`config.mk`:
```
export PLATFORM = sky130hd
export DESIGN_NAME = http_word_parser_core
export DESIGN_NICKNAME = d
export VERILOG_FILES = /design/src/sv/hwp_pkg.sv /design/src/sv/http_word_parser_core.sv /design/src/sv/hwp_step.sv /design/src/sv/hwp_resq.sv
export SDC_FILE = /design/constraint.sdc
export NUM_CORES = 1
export LEC_CHECK = 0
export ABC_AREA = 1
export BUFFER_PORTS_ARGS = -buffer_cell sky130_fd_sc_hd__buf_2
export CORE_MARGIN = 1
export CORE_UTILIZATION = 45
export DETAILED_ROUTE_END_ITERATION = 7
export SYNTH_ARGS = -nofsm -noshare
export SYNTH_HDL_FRONTEND = slang
export SYNTH_SLANG_ARGS = --single-unit
```
`constraint.sdc`:
```
create_clock -name clk -period 4.5 [get_ports clk]
set_input_delay 0.225 -clock clk [delete_from_list [all_inputs] [get_ports clk]]
set_output_delay 0.225 -clock clk [all_outputs]
set_load 0.03 [all_outputs]
```
`src/sv/hwp_pkg.sv`:
```
package hwp_pkg;

	localparam int unsigned POS_BITS_DEF = 16;
	localparam int unsigned RQ_DEPTH     = 4;
	localparam int unsigned RQ_AW        = $clog2(RQ_DEPTH);

	localparam logic [7:0] CH_BSLASH = 8'h5C;
	localparam logic [7:0] CH_QUOTE  = 8'h22;
	localparam logic [7:0] CH_CR     = 8'h0D;
	localparam logic [7:0] CH_LF     = 8'h0A;
	localparam logic [7:0] CH_HT     = 8'h09;
	localparam logic [7:0] CH_SP     = 8'h20;
	localparam logic [7:0] CH_DEL    = 8'h7F;

	localparam logic [1:0] KIND_BYTE  = 2'd0;
	localparam logic [1:0] KIND_DONE  = 2'd1;
	localparam logic [1:0] KIND_ERROR = 2'd2;

	typedef enum logic [1:0] {
		PH_SKIP,
		PH_TOKEN,
		PH_QUOTED,
		PH_IDLE
	} phase_t;

	typedef enum logic [2:0] {
		FS_NONE,
		FS_RUN,
		FS_CR,
		FS_CRLF,
		FS_RUN_CR,
		FS_RUN_CRLF
	} fold_t;

	typedef struct packed {
		logic [7:0] in_byte;
		logic       frame_end;
	} chr_t;

	typedef struct packed {
		logic [7:0]  out_byte;
		logic [1:0]  result_kind;
		logic        was_token;
		logic [15:0] end_position;
		logic        run_last;
	} res_t;

	typedef struct packed {
		logic [1:0] cnt;
		res_t       first;
		res_t       second;
	} res_pair_t;

	function automatic logic tok_char(input logic [7:0] c);
		logic ok;
		ok = (c > 8'h20) && (c < 8'h7F);
		case (c)
			8'h22, 8'h28, 8'h29, 8'h2C, 8'h2F, 8'h3A, 8'h3B, 8'h3C, 8'h3D,
			8'h3E, 8'h3F, 8'h40, 8'h5B, 8'h5C, 8'h5D, 8'h7B, 8'h7D: ok = 1'b0;
			default: ;
		endcase
		return ok;
	endfunction

	function automatic logic lead_space(input logic [7:0] c);
		return (c == CH_SP) || ((c >= 8'h09) && (c <= 8'h0D));
	endfunction

endpackage

```
`src/sv/http_word_parser_core.sv`:
```
// channel | valid    | stall    | payload          | moves
// input   | chr_valid| chr_stall| chr (chr_t)      | one raw byte and frame end flag
// result  | res_valid| res_stall| res (res_t)      | one content, done or error item
//
// one byte enters per cycle unless the input stalls; a byte that gives two result
// items (frame end closing a word) leaves one extra item in the four-entry result
// queue, and the input stalls when a second such byte comes before it drains
// a byte is held in the input register and its results then in the result queue
// arst_n clears the parser state, the input register's valid flag and the queue
// a stalled result port fills the queue and then stalls the input
module http_word_parser_core #(
	parameter int unsigned POSITION_BITS = hwp_pkg::POS_BITS_DEF
) (
	input  logic          clk,
	input  logic          arst_n,
	input  logic          chr_valid,
	output logic          chr_stall,
	input  hwp_pkg::chr_t chr,
	output logic          res_valid,
	input  logic          res_stall,
	output hwp_pkg::res_t res
);
	import hwp_pkg::*;

	chr_t                     chr_s1;
	logic                     vld_s1;
	phase_t                   phase_q;
	fold_t                    fold_q;
	logic                     esc_q;
	logic [POSITION_BITS-1:0] pos_q;
	phase_t                   phase_nxt;
	fold_t                    fold_nxt;
	logic                     esc_nxt;
	logic [POSITION_BITS-1:0] pos_nxt;
	res_pair_t                pair;
	logic                     room;
	logic                     adv;

	assign adv       = vld_s1 && room;
	assign chr_stall = vld_s1 && !room;

	always_ff @(posedge clk) begin
		if (!chr_stall && chr_valid) begin
			chr_s1 <= chr;
		end
	end

	always_ff @(posedge clk or negedge arst_n) begin
		if (!arst_n) begin
			vld_s1  <= 1'b0;
			phase_q <= PH_SKIP;
			fold_q  <= FS_NONE;
			esc_q   <= 1'b0;
			pos_q   <= '0;
		end else begin
			if (!chr_stall) begin
				vld_s1 <= chr_valid;
			end
			if (adv) begin
				phase_q <= phase_nxt;
				fold_q  <= fold_nxt;
				esc_q   <= esc_nxt;
				pos_q   <= pos_nxt;
			end
		end
	end

	hwp_step #(
		.POSITION_BITS(POSITION_BITS)
	) u_step (
		.chr      (chr_s1),
		.phase    (phase_q),
		.fold     (fold_q),
		.esc      (esc_q),
		.pos      (pos_q),
		.phase_nxt(phase_nxt),
		.fold_nxt (fold_nxt),
		.esc_nxt  (esc_nxt),
		.pos_nxt  (pos_nxt),
		.pair     (pair)
	);

	hwp_resq u_resq (
		.clk      (clk),
		.arst_n   (arst_n),
		.push_en  (adv),
		.pair     (pair),
		.room     (room),
		.res_valid(res_valid),
		.res_stall(res_stall),
		.res      (res)
	);

endmodule

```
`src/sv/hwp_step.sv`:
```
module hwp_step #(
	parameter int unsigned POSITION_BITS = hwp_pkg::POS_BITS_DEF
) (
	input  hwp_pkg::chr_t            chr,
	input  hwp_pkg::phase_t          phase,
	input  hwp_pkg::fold_t           fold,
	input  logic                     esc,
	input  logic [POSITION_BITS-1:0] pos,
	output hwp_pkg::phase_t          phase_nxt,
	output hwp_pkg::fold_t           fold_nxt,
	output logic                     esc_nxt,
	output logic [POSITION_BITS-1:0] pos_nxt,
	output hwp_pkg::res_pair_t       pair
);
	import hwp_pkg::*;

	logic [7:0]               c;
	logic [POSITION_BITS-1:0] pos_after;
	logic [31:0]              pos_b32;
	logic [31:0]              pos_a32;
	logic                     m_vld;
	logic                     f_vld;
	res_t                     m;
	res_t                     f;

	assign c         = chr.in_byte;
	assign pos_after = (pos == '1) ? pos : pos + POSITION_BITS'(1);
	assign pos_b32   = 32'(pos);
	assign pos_a32   = 32'(pos_after);

	always_comb begin
		m_vld     = 1'b0;
		m         = '0;
		phase_nxt = phase;
		fold_nxt  = fold;
		esc_nxt   = esc;
		case (phase)
			PH_SKIP: begin
				if (lead_space(c)) begin
				end else if (c == CH_QUOTE) begin
					phase_nxt = PH_QUOTED;
					fold_nxt  = FS_NONE;
					esc_nxt   = 1'b0;
				end else if (tok_char(c)) begin
					m_vld      = 1'b1;
					m.out_byte = c;
					phase_nxt  = PH_TOKEN;
				end else begin
					m_vld         = 1'b1;
					m.result_kind = KIND_ERROR;
					phase_nxt     = PH_IDLE;
				end
			end
			PH_TOKEN: begin
				m_vld = 1'b1;
				if (tok_char(c)) begin
					m.out_byte = c;
				end else begin
					m.result_kind  = KIND_DONE;
					m.was_token    = 1'b1;
					m.end_position = pos_b32[15:0];
					phase_nxt      = PH_IDLE;
				end
			end
			PH_QUOTED: begin
				if (fold == FS_CR || fold == FS_RUN_CR) begin
					if (c == CH_LF) begin
						fold_nxt = (fold == FS_CR) ? FS_CRLF : FS_RUN_CRLF;
					end else begin
						m_vld         = 1'b1;
						m.result_kind = KIND_ERROR;
						phase_nxt     = PH_IDLE;
					end
				end else if (fold == FS_CRLF || fold == FS_RUN_CRLF) begin
					if (c == CH_SP || c == CH_HT) begin
						m_vld      = (fold == FS_CRLF);
						m.out_byte = (fold == FS_CRLF) ? CH_SP : 8'h00;
						esc_nxt    = 1'b0;
						fold_nxt   = FS_RUN;
					end else begin
						m_vld         = 1'b1;
						m.result_kind = KIND_ERROR;
						phase_nxt     = PH_IDLE;
					end
				end else if (c == CH_SP || c == CH_HT) begin
					if (fold == FS_NONE) begin
						m_vld      = 1'b1;
						m.out_byte = CH_SP;
						esc_nxt    = 1'b0;
						fold_nxt   = FS_RUN;
					end
				end else if (c == CH_CR) begin
					fold_nxt = (fold == FS_RUN) ? FS_RUN_CR : FS_CR;
				end else begin
					fold_nxt = FS_NONE;
					if (c < 8'h20 || c == CH_DEL) begin
						m_vld         = 1'b1;
						m.result_kind = KIND_ERROR;
						phase_nxt     = PH_IDLE;
					end else if (esc) begin
						m_vld      = 1'b1;
						m.out_byte = c;
						esc_nxt    = 1'b0;
					end else if (c == CH_BSLASH) begin
						esc_nxt = 1'b1;
					end else if (c == CH_QUOTE) begin
						m_vld          = 1'b1;
						m.result_kind  = KIND_DONE;
						m.end_position = pos_a32[15:0];
						phase_nxt      = PH_IDLE;
					end else begin
						m_vld      = 1'b1;
						m.out_byte = c;
					end
				end
			end
			default: ;
		endcase

		// end of frame closes the word and clears the state
		f_vld   = 1'b0;
		f       = '0;
		pos_nxt = pos_after;
		if (chr.frame_end) begin
			if (phase_nxt == PH_TOKEN) begin
				f_vld          = 1'b1;
				f.result_kind  = KIND_DONE;
				f.was_token    = 1'b1;
				f.end_position = pos_a32[15:0];
			end else if (phase_nxt == PH_SKIP || phase_nxt == PH_QUOTED) begin
				f_vld         = 1'b1;
				f.result_kind = KIND_ERROR;
			end
			phase_nxt = PH_SKIP;
			fold_nxt  = FS_NONE;
			esc_nxt   = 1'b0;
			pos_nxt   = '0;
		end

		pair = '0;
		if (m_vld && f_vld) begin
			pair.cnt             = 2'd2;
			pair.first           = m;
			pair.second          = f;
			pair.second.run_last = 1'b1;
		end else if (m_vld || f_vld) begin
			pair.cnt            = 2'd1;
			pair.first          = m_vld ? m : f;
			pair.first.run_last = 1'b1;
		end
	end

endmodule

```
`src/sv/hwp_resq.sv`:
```
module hwp_resq (
	input  logic                clk,
	input  logic                arst_n,
	input  logic                push_en,
	input  hwp_pkg::res_pair_t  pair,
	output logic                room,
	output logic                res_valid,
	input  logic                res_stall,
	output hwp_pkg::res_t       res
);
	import hwp_pkg::*;

	res_t             ent_q [RQ_DEPTH];
	logic [RQ_AW-1:0] wp_q;
	logic [RQ_AW-1:0] rp_q;
	logic [RQ_AW:0]   cnt_q;
	logic             pop;
	logic [1:0]       n_push;
	logic [RQ_AW-1:0] wp_1;

	assign pop       = res_valid && !res_stall;
	assign n_push    = push_en ? pair.cnt : 2'd0;
	assign wp_1      = wp_q + RQ_AW'(1);
	assign room      = (cnt_q <= (RQ_AW+1)'(RQ_DEPTH - 2));
	assign res_valid = (cnt_q != '0);
	assign res       = ent_q[rp_q];

	always_ff @(posedge clk) begin
		if (n_push != 2'd0) begin
			ent_q[wp_q] <= pair.first;
		end
		if (n_push == 2'd2) begin
			ent_q[wp_1] <= pair.second;
		end
	end

	always_ff @(posedge clk or negedge arst_n) begin
		if (!arst_n) begin
			wp_q  <= '0;
			rp_q  <= '0;
			cnt_q <= '0;
		end else begin
			wp_q  <= wp_q + RQ_AW'(n_push);
			rp_q  <= rp_q + RQ_AW'(pop);
			cnt_q <= cnt_q + (RQ_AW+1)'(n_push) - (RQ_AW+1)'(pop);
		end
	end

endmodule

```
==> results of run 1 <==
[kinds of logic (layout without fill, tap and decap cells)]
kind of cell | Yosys count | after routing | share of synthesized area, %
DFF | 151 | 151 | 44.68
buffers and inverters | 163 | 213 | 7.675
adders and majority gates | 13 | 13 | 1.871
AOI/OAI and AO/OA | 179 | 179 | 11.02
xor gates and xnor gates | 15 | 15 | 1.444
and+or+nand+nor | 692 | 692 | 33.32
[state kept, by name (all words and copies together), names as in the netlist, 2 cells and up]
name	cells
u_resq.ent_q	112
pos_q	16
chr_s1	9
fold_q	3
u_resq.cnt_q	3
phase_q	2
u_resq.rp_q	2
u_resq.wp_q	2
[worst register-to-register path: stages, from the launching register on]
cell	delay, ns
edfxtp_1	0.46
nor2_1	0.17
nand2_1	0.14
nor3_1	0.38
a21oi_1	0.16
o21ai_1	0.11
nand2_1	0.06
nand2_1	0.06
nand2_1	0.08
inv_1	0.10
o21ai_0	0.12
inv_1	0.09
ha_1	0.15
inv_1	0.09
nor2_1	0.23
inv_1	0.11
nor2_2	0.18
nand2_1	0.07
buf_4	0.19
nand2_1	0.44
buf_12	0.23
[per-layer routing]
layer | vias up | routed length, um | part of all wire [%]
li1 | 4123 | - | -
met3 | 30 | 1527 | 6.0
met1 | 3872 | 12010 | 47
met4 | 0 | 375 | 1.5
met2 | 261 | 11460 | 45
met5 | - | 0 | 0
[synthesized netlist by cell type (5+ instances only)]
cell / count / area share [%]
inv_1: 87 / 3.6
nand3_2: 10 / 1.1
clkbuf_1: 35 / 1.4
nor2_2: 13 / 0.89
buf_2: 12 / 0.66
nand2_1: 340 / 14
inv_2: 12 / 0.50
xor2_1: 13 / 1.3
nand3_1: 167 / 9.2
nand2_2: 21 / 1.4
nor3_1: 8 / 0.44
nand4_1: 5 / 0.34
nor2_1: 118 / 4.9
o21ai_0: 103 / 5.7
a21oi_1: 10 / 0.55
ha_1: 12 / 1.7
dfxtp_1: 32 / 7.0
o22ai_1: 49 / 3.4
dfrtp_1: 30 / 8.3
edfxtp_1: 89 / 29
[power groups by stage]
stage / Clock, mW / Combinational [mW] / Sequential [mW]
floorplan: 0 / 2.54 / 2.08
global placement: 0 / 3.46 / 2.12
detailed placement: 0 / 3.46 / 2.13
CTS: 1.39 / 3.48 / 2.10
global route: 1.45 / 3.82 / 2.14
finish: 1.38 / 3.47 / 2.10
[worst paths after layout]
check	from	to	slack, ns	cells after the start
max in group asynchronous	arst_n	u_resq.cnt_q[2]	3.63	2
setup reg to reg	chr_s1[5]	u_resq.ent_q[1][19]	0.58	20
hold / removal	res_stall	u_resq.rp_q[0]	0.22	3
min in group asynchronous	arst_n	pos_q[15]	0.38	2
hold reg to reg	u_resq.ent_q[1][21]	u_resq.ent_q[1][21]	0.47	2
setup / recovery	chr_s1[5]	u_resq.ent_q[1][19]	0.58	20
[final cells by class]
class,count,area (sq um),share of cell area [%]
well taps,265,331.6,3.253
clock buffers,17,425.4,4.174
repair buffers,78,520.5,5.107
clock inverters,15,130.1,1.277
flip-flops and latches,151,4064,39.87
multi-input cells,899,4334,42.52
inverters,103,386.6,3.793
[repair_timing]
| item | in CTS | in global routing |
|---|---|---|
| endpoints found under the hold margin | 40 | 0 |
| buffers inserted | 0 | 0 |
| hold buffers | 11 | 0 |
==> results.txt, run 1 <==
Syn nets - 1,239
Top FF cell, synth - edfxtp_1
TNS Setup - 0 ns
Worst-path clk slew - 0.07 ns
Gpl congestion - 0.9283
Std cell rows - 51
Cell Int Power - 3.560 mW
Longest Clk Path Bufs - 2
Top cell family by delay on the critical path - simple AND/OR/NAND/NOR gates
Final setup violation count - 0
Final net count - 1,276
Routed Antenna Nets - 0
Grt peak-use layer - met2
GR Util met3 - 2.980%
Most frequent cells in the layout - 340 x nand2_1, 167 x nand3_1, 118 x nor2_1
Detailed-placement wirelength estimate - 16.78 mm
Worst-Margin Slew - 0.9562 ns
Wire per inst - 16.61 um
Logic pwr share - 49.9%
Die Wd - 144.2 um
Switching Share - 48.84%
Crit path cell chain - nor2_1, nand2_1, nor3_1, a21oi_1, o21ai_1, nand2_1, nand2_1, nand2_1, inv_1, o21ai_0, inv_1, ha_1, inv_1, nor2_1, inv_1, nor2_2, nand2_1, buf_4, nand2_1, buf_12
CP Launch Type - flip-flop
I/O Buffers - 42
Die height - 144.2 um
Detailed Route WL - 25.37 mm
Register share of total power - 30.2%
Fin area - 10,190 sq um
Total of max-cap violations - 0
Final worst slack - 0.5828 ns
TritonCTS Buffers - 17
Grt total ovfl - 0
Number of synthesized flops with an enable pin - 89
# diodes - 0
Vias in the first global route - 7,502
Commonest non-fill, non-tap cell in the layout - nand2_1
Peak supply drop - 0.0003117 V
Slew Viols, Final - 0
Synth Cell Area - 9096 sq um
Psw - 3.399 mW
Met2 Use GR - 40.58%
Vias/cell - 5.423
RSZ-0062 raised after global routing - no
Critical Path RT - 4.64 ns
Worst setup path class - reg -> reg
Layout cell share with drive strength beyond 1 - 12.91%
Sequential-to-total area share from yosys stat - 44.68%
Critical Path Sink Type - flip-flop
CORE AREA - 19,650 sq um
Crit-path max FO - 12
Synth Register Bits - 151
CTS H-tree depth - 4
Grt met1 use - 36.50%
Pwr/cell area - 682.8 nW/um^2
# resized after CTS - 0
Final core utilization - 51.86%
WHS - 0.2222 ns
Drt initial violations - 769
Mapped Cells - 1,213
Final Critical Period - 3.917 ns
Initial Util - 46.28%
# DRC - 0
Crit path buf inv count - 6
Layout filler cell count - 1,923
Die area - 20,790 sq um
CP most frequent cell - nand2_1
Final hold viol count - 0
First-pass GRT wire length - 40.33 mm
Global Route Usage Sum - 25.54%
I/O pin total - 43
Via count - 8,286
DR pass1 iterations - 7
Clock share of power - 19.8%
Async set-reset flop share out of synthesis - 19.87%
Post-synthesis cell type count - 45
Critical path's slowest cell - edfxtp_1
Synthesized area per cell - 7.499 sq um
# clock sinks - 151
F_max - 0.2553 GHz
Worst min path class - in -> reg
Worst Clk Skew - 0.01349 ns
Yosys warnings - 0
Syn-to-layout area delta - 12.05%
Worst stage delay on the critical path - 0.46 ns
P_leak - 4.525 nW
CTS tree - yes
Post-route insts no fill - 1,528
Tot Pwr - 6.959 mW
Largest net degree at the start of global routing - 69
Final period util - 87.05%
Slew HR - 36.18%
Clock insertion delay at the later pin of the skew report - 0.43 ns
Status - finished, final reports clean
Dpl ws - 0.6144 ns
Dpl cells - 1,485
Antenna violations before repair - 0
Worst path arrival time - 4.06 ns
Cell Area, Placed - 9527 sq um
Clk root buf - clkbuf_16
Note: power is estimated with default switching activity, not from simulation.
==> run 2: changes to the inputs <==
==> constraint.sdc (replaced) <==
create_clock -name clk -period 4.2 [get_ports clk]
set_input_delay 0.21 -clock clk [delete_from_list [all_inputs] [get_ports clk]]
set_output_delay 0.21 -clock clk [all_outputs]
set_load 0.03 [all_outputs]
==> run 2 against run 1 <==
Core utilization rose by 0.18 points. Worst setup slack got worse by 0.18 ns. Final area rose by 0.36%. Non-clock buffer count rose by 1. Routed wire length fell by 0.94%. Highest routed layer unchanged. Critical path depth rose by 3. Die area did not move. Count of clock-buffer cells in the layout rose by 1. Flip-flop and latch count did not move. Register-to-register slack got worse by 0.18 ns. Critical path type unchanged. Power rose by 7.8%. Clock skew fell by 0.00082 ns.
==> results.txt, run 2 (synthesis gave the netlist of run 1 again) <==
I/O pin total - 43 (unchanged)
Fin area - 10,230 sq um (+0.36%)
Clock share of power - 20.1% (+0.3 points)
Detailed-placement wirelength estimate - 17.32 mm (+3.2%)
Total of max-cap violations - 0 (unchanged)
Status - finished, final reports clean
Switching Share - 48.38% (-0.46 points)
Final worst slack - 0.4017 ns (-0.1811 ns)
Global Route Usage Sum - 25.21% (-0.34 points)
I/O Buffers - 42 (unchanged)
Final setup violation count - 0 (unchanged)
Clk root buf - clkbuf_16
P_leak - 4.535 nW (+0.22%)
Biggest register - u_resq.ent_q
Worst Clk Skew - 0.01267 ns (-0.0008213 ns)
CTS H-tree depth - 4 (unchanged)
Wire per inst - 16.44 um (-1.0%)
Initial Util - 46.28% (unchanged)
Longest Clk Path Bufs - 2 (unchanged)
Peak supply drop - 0.0003725 V (+20%)
Most frequent cells in the layout - 340 x nand2_1, 167 x nand3_1, 118 x nor2_1
Register share of total power - 30.1% (about the same)
Max reg flops - 112 (unchanged)
CTS tree - yes
Final Critical Period - 3.798 ns (-0.1189 ns)
Clock insertion delay at the later pin of the skew report - 0.43 ns (about the same)
Die Wd - 144.2 um (unchanged)
Pwr/cell area - 733.3 nW/um^2 (+7.4%)
Worst setup path class - reg -> reg
Cell Area, Placed - 9514 sq um (-0.13%)
First-pass GRT wire length - 40.30 mm (about the same)
Routed Antenna Nets - 0 (unchanged)
Cell Int Power - 3.872 mW (+8.8%)
Crit-path max FO - 20 (+8)
Drt initial violations - 692 (-10%)
Largest regs - u_resq.ent_q (112), pos_q (16), chr_s1 (9)
Die area - 20,790 sq um (unchanged)
# diodes - 0 (unchanged)
Std cell rows - 51 (unchanged)
Worst path arrival time - 3.90 ns (-0.16 ns)
CP Launch Type - flip-flop
# clock sinks - 151 (unchanged)
Critical Path RT - 4.30 ns (-0.34 ns)
Final period util - 90.44% (+3.4 points)
Die height - 144.2 um (unchanged)
Layout cell share with drive strength beyond 1 - 13.13% (+0.23 points)
Critical Path Sink Type - flip-flop
F_max - 0.2633 GHz (+3.1%)
Slew Viols, Final - 0 (unchanged)
Psw - 3.629 mW (+6.8%)
Final hold viol count - 0 (unchanged)
DR pass1 iterations - 6 (-1)
Vias in the first global route - 7,559 (+0.76%)
Logic pwr share - 49.8% (about the same)
Commonest non-fill, non-tap cell in the layout - nand2_1
Syn-to-layout area delta - 12.45%
Final net count - 1,277 (+0.078%)
# DRC - 0 (unchanged)
WHS - 0.2226 ns (+0.0003500 ns)
Worst min path class - in -> reg
Worst-path clk slew - 0.07 ns (about the same)
Via count - 8,280 (-0.072%)
Antenna violations before repair - 0 (unchanged)
Largest net degree at the start of global routing - 69 (unchanged)
CORE AREA - 19,650 sq um (unchanged)
TNS Setup - 0 ns (unchanged)
Gpl congestion - 0.9109 (-1.9%)
TritonCTS Buffers - 17 (unchanged)
Grt total ovfl - 0 (unchanged)
Detailed Route WL - 25.13 mm (-0.94%)
Slew HR - 33.16% (-3.0 points)
Worst-Margin Slew - 1.001 ns (+0.04522 ns)
Vias/cell - 5.415 (-0.14%)
Dpl ws - 0.3252 ns (-0.2892 ns)
RSZ-0062 raised after global routing - no
==> run 2: worst max-delay path, stage by stage, from the launching register on <==
cell and delay [ns]:
edfxtp_1 0.46, inv_2 0.11, nand2_1 0.06, nor2_2 0.19
nand2_2 0.13, nor2_2 0.14, nor2_1 0.05, nor2_1 0.13
o21ai_1 0.09, nand2_1 0.07, nand2_1 0.05, nand2_1 0.09
inv_1 0.07, o21ai_0 0.21, inv_1 0.07, ha_1 0.32
inv_1 0.11, nor2_1 0.25, nor2_1 0.10, inv_1 0.10
nand2_1 0.10, buf_4 0.20, nand2_1 0.07, buf_4 0.29
==> run 2: power by group through the flow <==
stage | clock network [mW] | registers, mW | logic [mW]
after floorplan | 0 | 2.23 | 2.72
after global placement | 0 | 2.28 | 3.67
after detailed placement | 0 | 2.28 | 3.69
after CTS | 1.53 | 2.25 | 3.71
after global routing | 1.59 | 2.30 | 4.11
final | 1.51 | 2.26 | 3.73
==> run 2: repair_timing <==
action | in CTS | in global routing
hold buffers | 11 | 0
buffers inserted | 0 | 1
resized for setup | 0 | 2
setup endpoints to repair | 0 | 27
endpoints found under the hold margin | 40 | 0
==> run 2: cell type report <==
type                    count  area [sq um]
well taps                 265         331.6
repair buffers             79         528.0
clock inverters            14         130.1
inverters                 103         390.4
flip-flops and latches    151          4064
clock buffers              18         450.4
multi-input cells         899          4334
fillers                  1957          9425
==> run 2: routing by layer <==
layer | share of wire, % | track usage [%]
met5 | 0 | 0
met3 | 6.1 | 4.305
met1 | 48 | 35.98
met2 | 45 | 40.07
met4 | 0.72 | 5.097
==> run 2: path summary, 6_finish.rpt <==
kind	to	slack (ns)	cells past startpoint	from
worst max-delay path	u_resq.ent_q[0][16]	0.40	23	chr_s1[5]
worst min-delay path	u_resq.rp_q[0]	0.22	3	res_stall
worst max register to register	u_resq.ent_q[0][16]	0.40	23	chr_s1[5]
worst min register to register	u_resq.ent_q[1][24]	0.47	2	u_resq.ent_q[1][24]
max in group asynchronous	u_resq.wp_q[1]	3.36	2	arst_n
min in group asynchronous	pos_q[9]	0.37	2	arst_n
==> run 2: per-stage QoR <==
stage	util [%]	power [mW]	instances
6_report	52.04	7.501	1529
5_1_grt	52.04	7.995	1529
4_1_cts	51.92	7.501	1528
3_5_place_dp	48.41	5.975	1485
3_3_place_gp	48.41	5.953	1485
2_1_floorplan	-	4.947	1213
==> run 3: changes to the inputs <==
--- a/config.mk
+++ b/config.mk
@@ -10,6 +10,7 @@
 export CORE_MARGIN = 1
 export CORE_UTILIZATION = 45
 export DETAILED_ROUTE_END_ITERATION = 7
+export PLACE_DENSITY = 0.58
 export SYNTH_ARGS = -nofsm -noshare
 export SYNTH_HDL_FRONTEND = slang
 export SYNTH_SLANG_ARGS = --single-unit
==> run 3 against run 2 <==
Count of clock-buffer cells in the layout unchanged. Largest cell class unchanged. Routed wire length increased by 3.6%. Combinational power increased by 2%. Highest routed layer unchanged. Critical endpoint is now u_resq.ent_q[0][6]. Clock power about the same. Worst setup slack got worse by 0.025 ns. Power increased by 0.71%. Flip-flop and latch count unchanged. Maximum frequency decreased by 0.64%. Critical path depth unchanged. Sequential share of layout area decreased by 0.12 points. Sequential power about the same.
==> results.txt, run 3 (synthesis gave the netlist of run 1 again) <==
Largest net degree at the start of global routing - 58 (-16%)
Total of max-cap violations - 0 (unchanged)
Final worst slack - 0.3771 ns (-0.02457 ns)
Routed Antenna Nets - 0 (unchanged)
Grt total ovfl - 0 (unchanged)
P_leak - 4.529 nW (-0.12%)
Worst min path class - in -> reg
Post-route insts no fill - 1,531 (+0.13%)
Worst Clk Skew - 0.01562 ns (+0.002946 ns)
Antenna violations before repair - 0 (unchanged)
Dpl ws - 0.2518 ns (-0.07340 ns)
Final hold viol count - 0 (unchanged)
Clock insertion delay at the later pin of the skew report - 0.44 ns (about the same)
Grt met1 use - 37.93% (+1.9 points)
Syn-to-layout area delta - 12.79%
Worst hold start - res_stall
Via count - 8,298 (+0.22%)
Critical path's slowest cell - edfxtp_1
Die height - 144.2 um (unchanged)
Met2 Use GR - 39.92% (-0.15 points)
Final Critical Period - 3.823 ns (+0.02458 ns)
I/O pin total - 43 (unchanged)
TritonCTS Buffers - 17 (unchanged)
Vias/cell - 5.420 (about the same)
CP most frequent cell - nand2_1
CTS tree - yes
Worst stage delay on the critical path - 0.42 ns (-0.04 ns)
Final net count - 1,279 (+0.16%)
FF-to-FF End - u_resq.ent_q[0][6]
Global Route Usage Sum - 25.94% (+0.73 points)
Detailed-placement wirelength estimate - 17.30 mm (-0.14%)
CORE AREA - 19,650 sq um (unchanged)
Layout filler cell count - 1,978 (+1.1%)
Die Wd - 144.2 um (unchanged)
Peak supply drop - 0.0004345 V (+17%)
Commonest non-fill, non-tap cell in the layout - nand2_1
Wire per inst - 17.01 um (+3.5%)
F_max - 0.2616 GHz (-0.64%)
Crit path cell chain - inv_1, nand2_1, nor2_2, nand2_2, nor2_2, nor2_1, nor2_1, o21ai_1, nand2_1, nand2_1, nand2_1, inv_1, o21ai_1, inv_1, ha_1, inv_1, nor2_2, nor2_1, inv_1, nand2_1, buf_4, nand2_1, buf_8
Drt initial violations - 694 (+0.29%)
Slew Viols, Final - 0 (unchanged)
Worst setup path class - reg -> reg
Final period util - 91.02% (+0.59 points)
Dpl cells - 1,483 (-0.13%)
TNS Setup - 0 ns (unchanged)
Layout cell share with drive strength beyond 1 - 13.51% (+0.37 points)
Std cell rows - 51 (unchanged)
RSZ-0062 raised after global routing - no
Initial Util - 46.28% (unchanged)
Slew HR - 34.68% (+1.5 points)
Largest regs - u_resq.ent_q (112), pos_q (16), chr_s1 (9)
CTS H-tree depth - 4 (unchanged)
Critical Path Sink Type - flip-flop
Tot Pwr - 7.554 mW (+0.71%)
DR pass1 iterations - 5 (-1)
WHS - 0.2031 ns (-0.01945 ns)
Gpl congestion - 0.9360 (+2.8%)
I/O Buffers - 42 (unchanged)
Final setup violation count - 0 (unchanged)
Clk root buf - clkbuf_16
Biggest register - u_resq.ent_q
Max reg flops - 112 (unchanged)
Vias in the first global route - 7,650 (+1.2%)
Worst Hold Path EP - u_resq.rp_q[0]
Longest Clk Path Bufs - 2 (unchanged)
# DRC - 0 (unchanged)
CP Launch Type - flip-flop
Launch point of the worst reg-to-reg path - chr_s1[7]
R2R Setup Slk - 0.38 ns (-0.02 ns)
Critical Path RT - 4.32 ns (+0.02 ns)
GR Util met3 - 3.311% (-0.99 points)
Worst path arrival time - 3.94 ns (+0.04 ns)
Status - finished, final reports clean
# clock sinks - 151 (unchanged)
Worst-path clk slew - 0.07 ns (about the same)
Detailed Route WL - 26.05 mm (+3.6%)
Grt peak-use layer - met2
First-pass GRT wire length - 41.11 mm (+2.0%)
Crit-path max FO - 20 (unchanged)
Pwr/cell area - 736.2 nW/um^2 (+0.40%)
Cell depth of the worst flop-to-flop path - 23 (unchanged)
Worst hold stages - 3 (unchanged)
Most frequent cells in the layout - 340 x nand2_1, 167 x nand3_1, 117 x nor2_1
Worst-Margin Slew - 0.9799 ns (-0.02161 ns)
Die area - 20,790 sq um (unchanged)
# diodes - 0 (unchanged)
==> run 3: cell types whose count changed in the layout (fill, tap and decap cells not counted), moves of 2 or more <==
cell        before  now
inv_8            4    2
clkinv_1         4    2
clkinvlp_4       1    4
inv_6            4    6
==> run 3: area by class of cell <==
type	count	area, sq um	area share [%]
repair buffers	80	555.5	5.415
multi-input cells	899	4337	42.27
clock inverters	14	127.6	1.244
clock buffers	18	439.2	4.281
well taps	265	331.6	3.232
inverters	103	397.9	3.878
flip-flops and latches	151	4064	39.61
repair inverters	1	7.507	0.07317
==> run 3: worst max-delay path by stage <==
stage | start | end | slack [ns]
5_1_grt | chr_s1[6] | u_resq.ent_q[3][16] | 0.005
4_1_cts | chr_s1[7] | u_resq.ent_q[0][17] | 0.19
2_1_floorplan | chr_s1[5] | u_resq.ent_q[3][0] | 0.56
3_3_place_gp | chr_s1[7] | u_resq.ent_q[0][17] | 0.25
3_5_place_dp | chr_s1[7] | u_resq.ent_q[0][17] | 0.25
6_report | chr_s1[7] | u_resq.ent_q[0][6] | 0.38
==> run 3: what timing repair did <==
item	CTS	global route
endpoints found under the setup margin	0	96
setup buffers	0	4
hold buffers	11	0
resized for setup	0	8
endpoints found under the hold margin	40	0
==> run 3: per-layer routing <==
layer  wire [um]  vias to the layer above
li1            -                     4138
met5           0                        -
met4         279                        0
met3        1449                       22
met2       11570                      236
met1       12740                     3902
==> run 3: stage by stage <==
step	util, %	instance area (sq um)
floorplan	-	9096
global placement	48.40	9512
detailed placement	48.40	9512
CTS	51.84	10190
global route	52.20	10260
finish	52.20	10260
==> run 3: worst max-delay path: cells and delay by family, from the launching register on <==
family | cells | cell delay (ns)
and+or+nand+nor | 13 | 1.51
buffers and inverters | 7 | 0.99
DFF | 1 | 0.42
adders and majority gates | 1 | 0.32
AOI/OAI and AO/OA | 2 | 0.23
==> run 3: where the power goes <==
part	internal (mW)	switching [mW]
sequential	2.07	0.185
combinational	0.999	2.81
clock	0.798	0.695
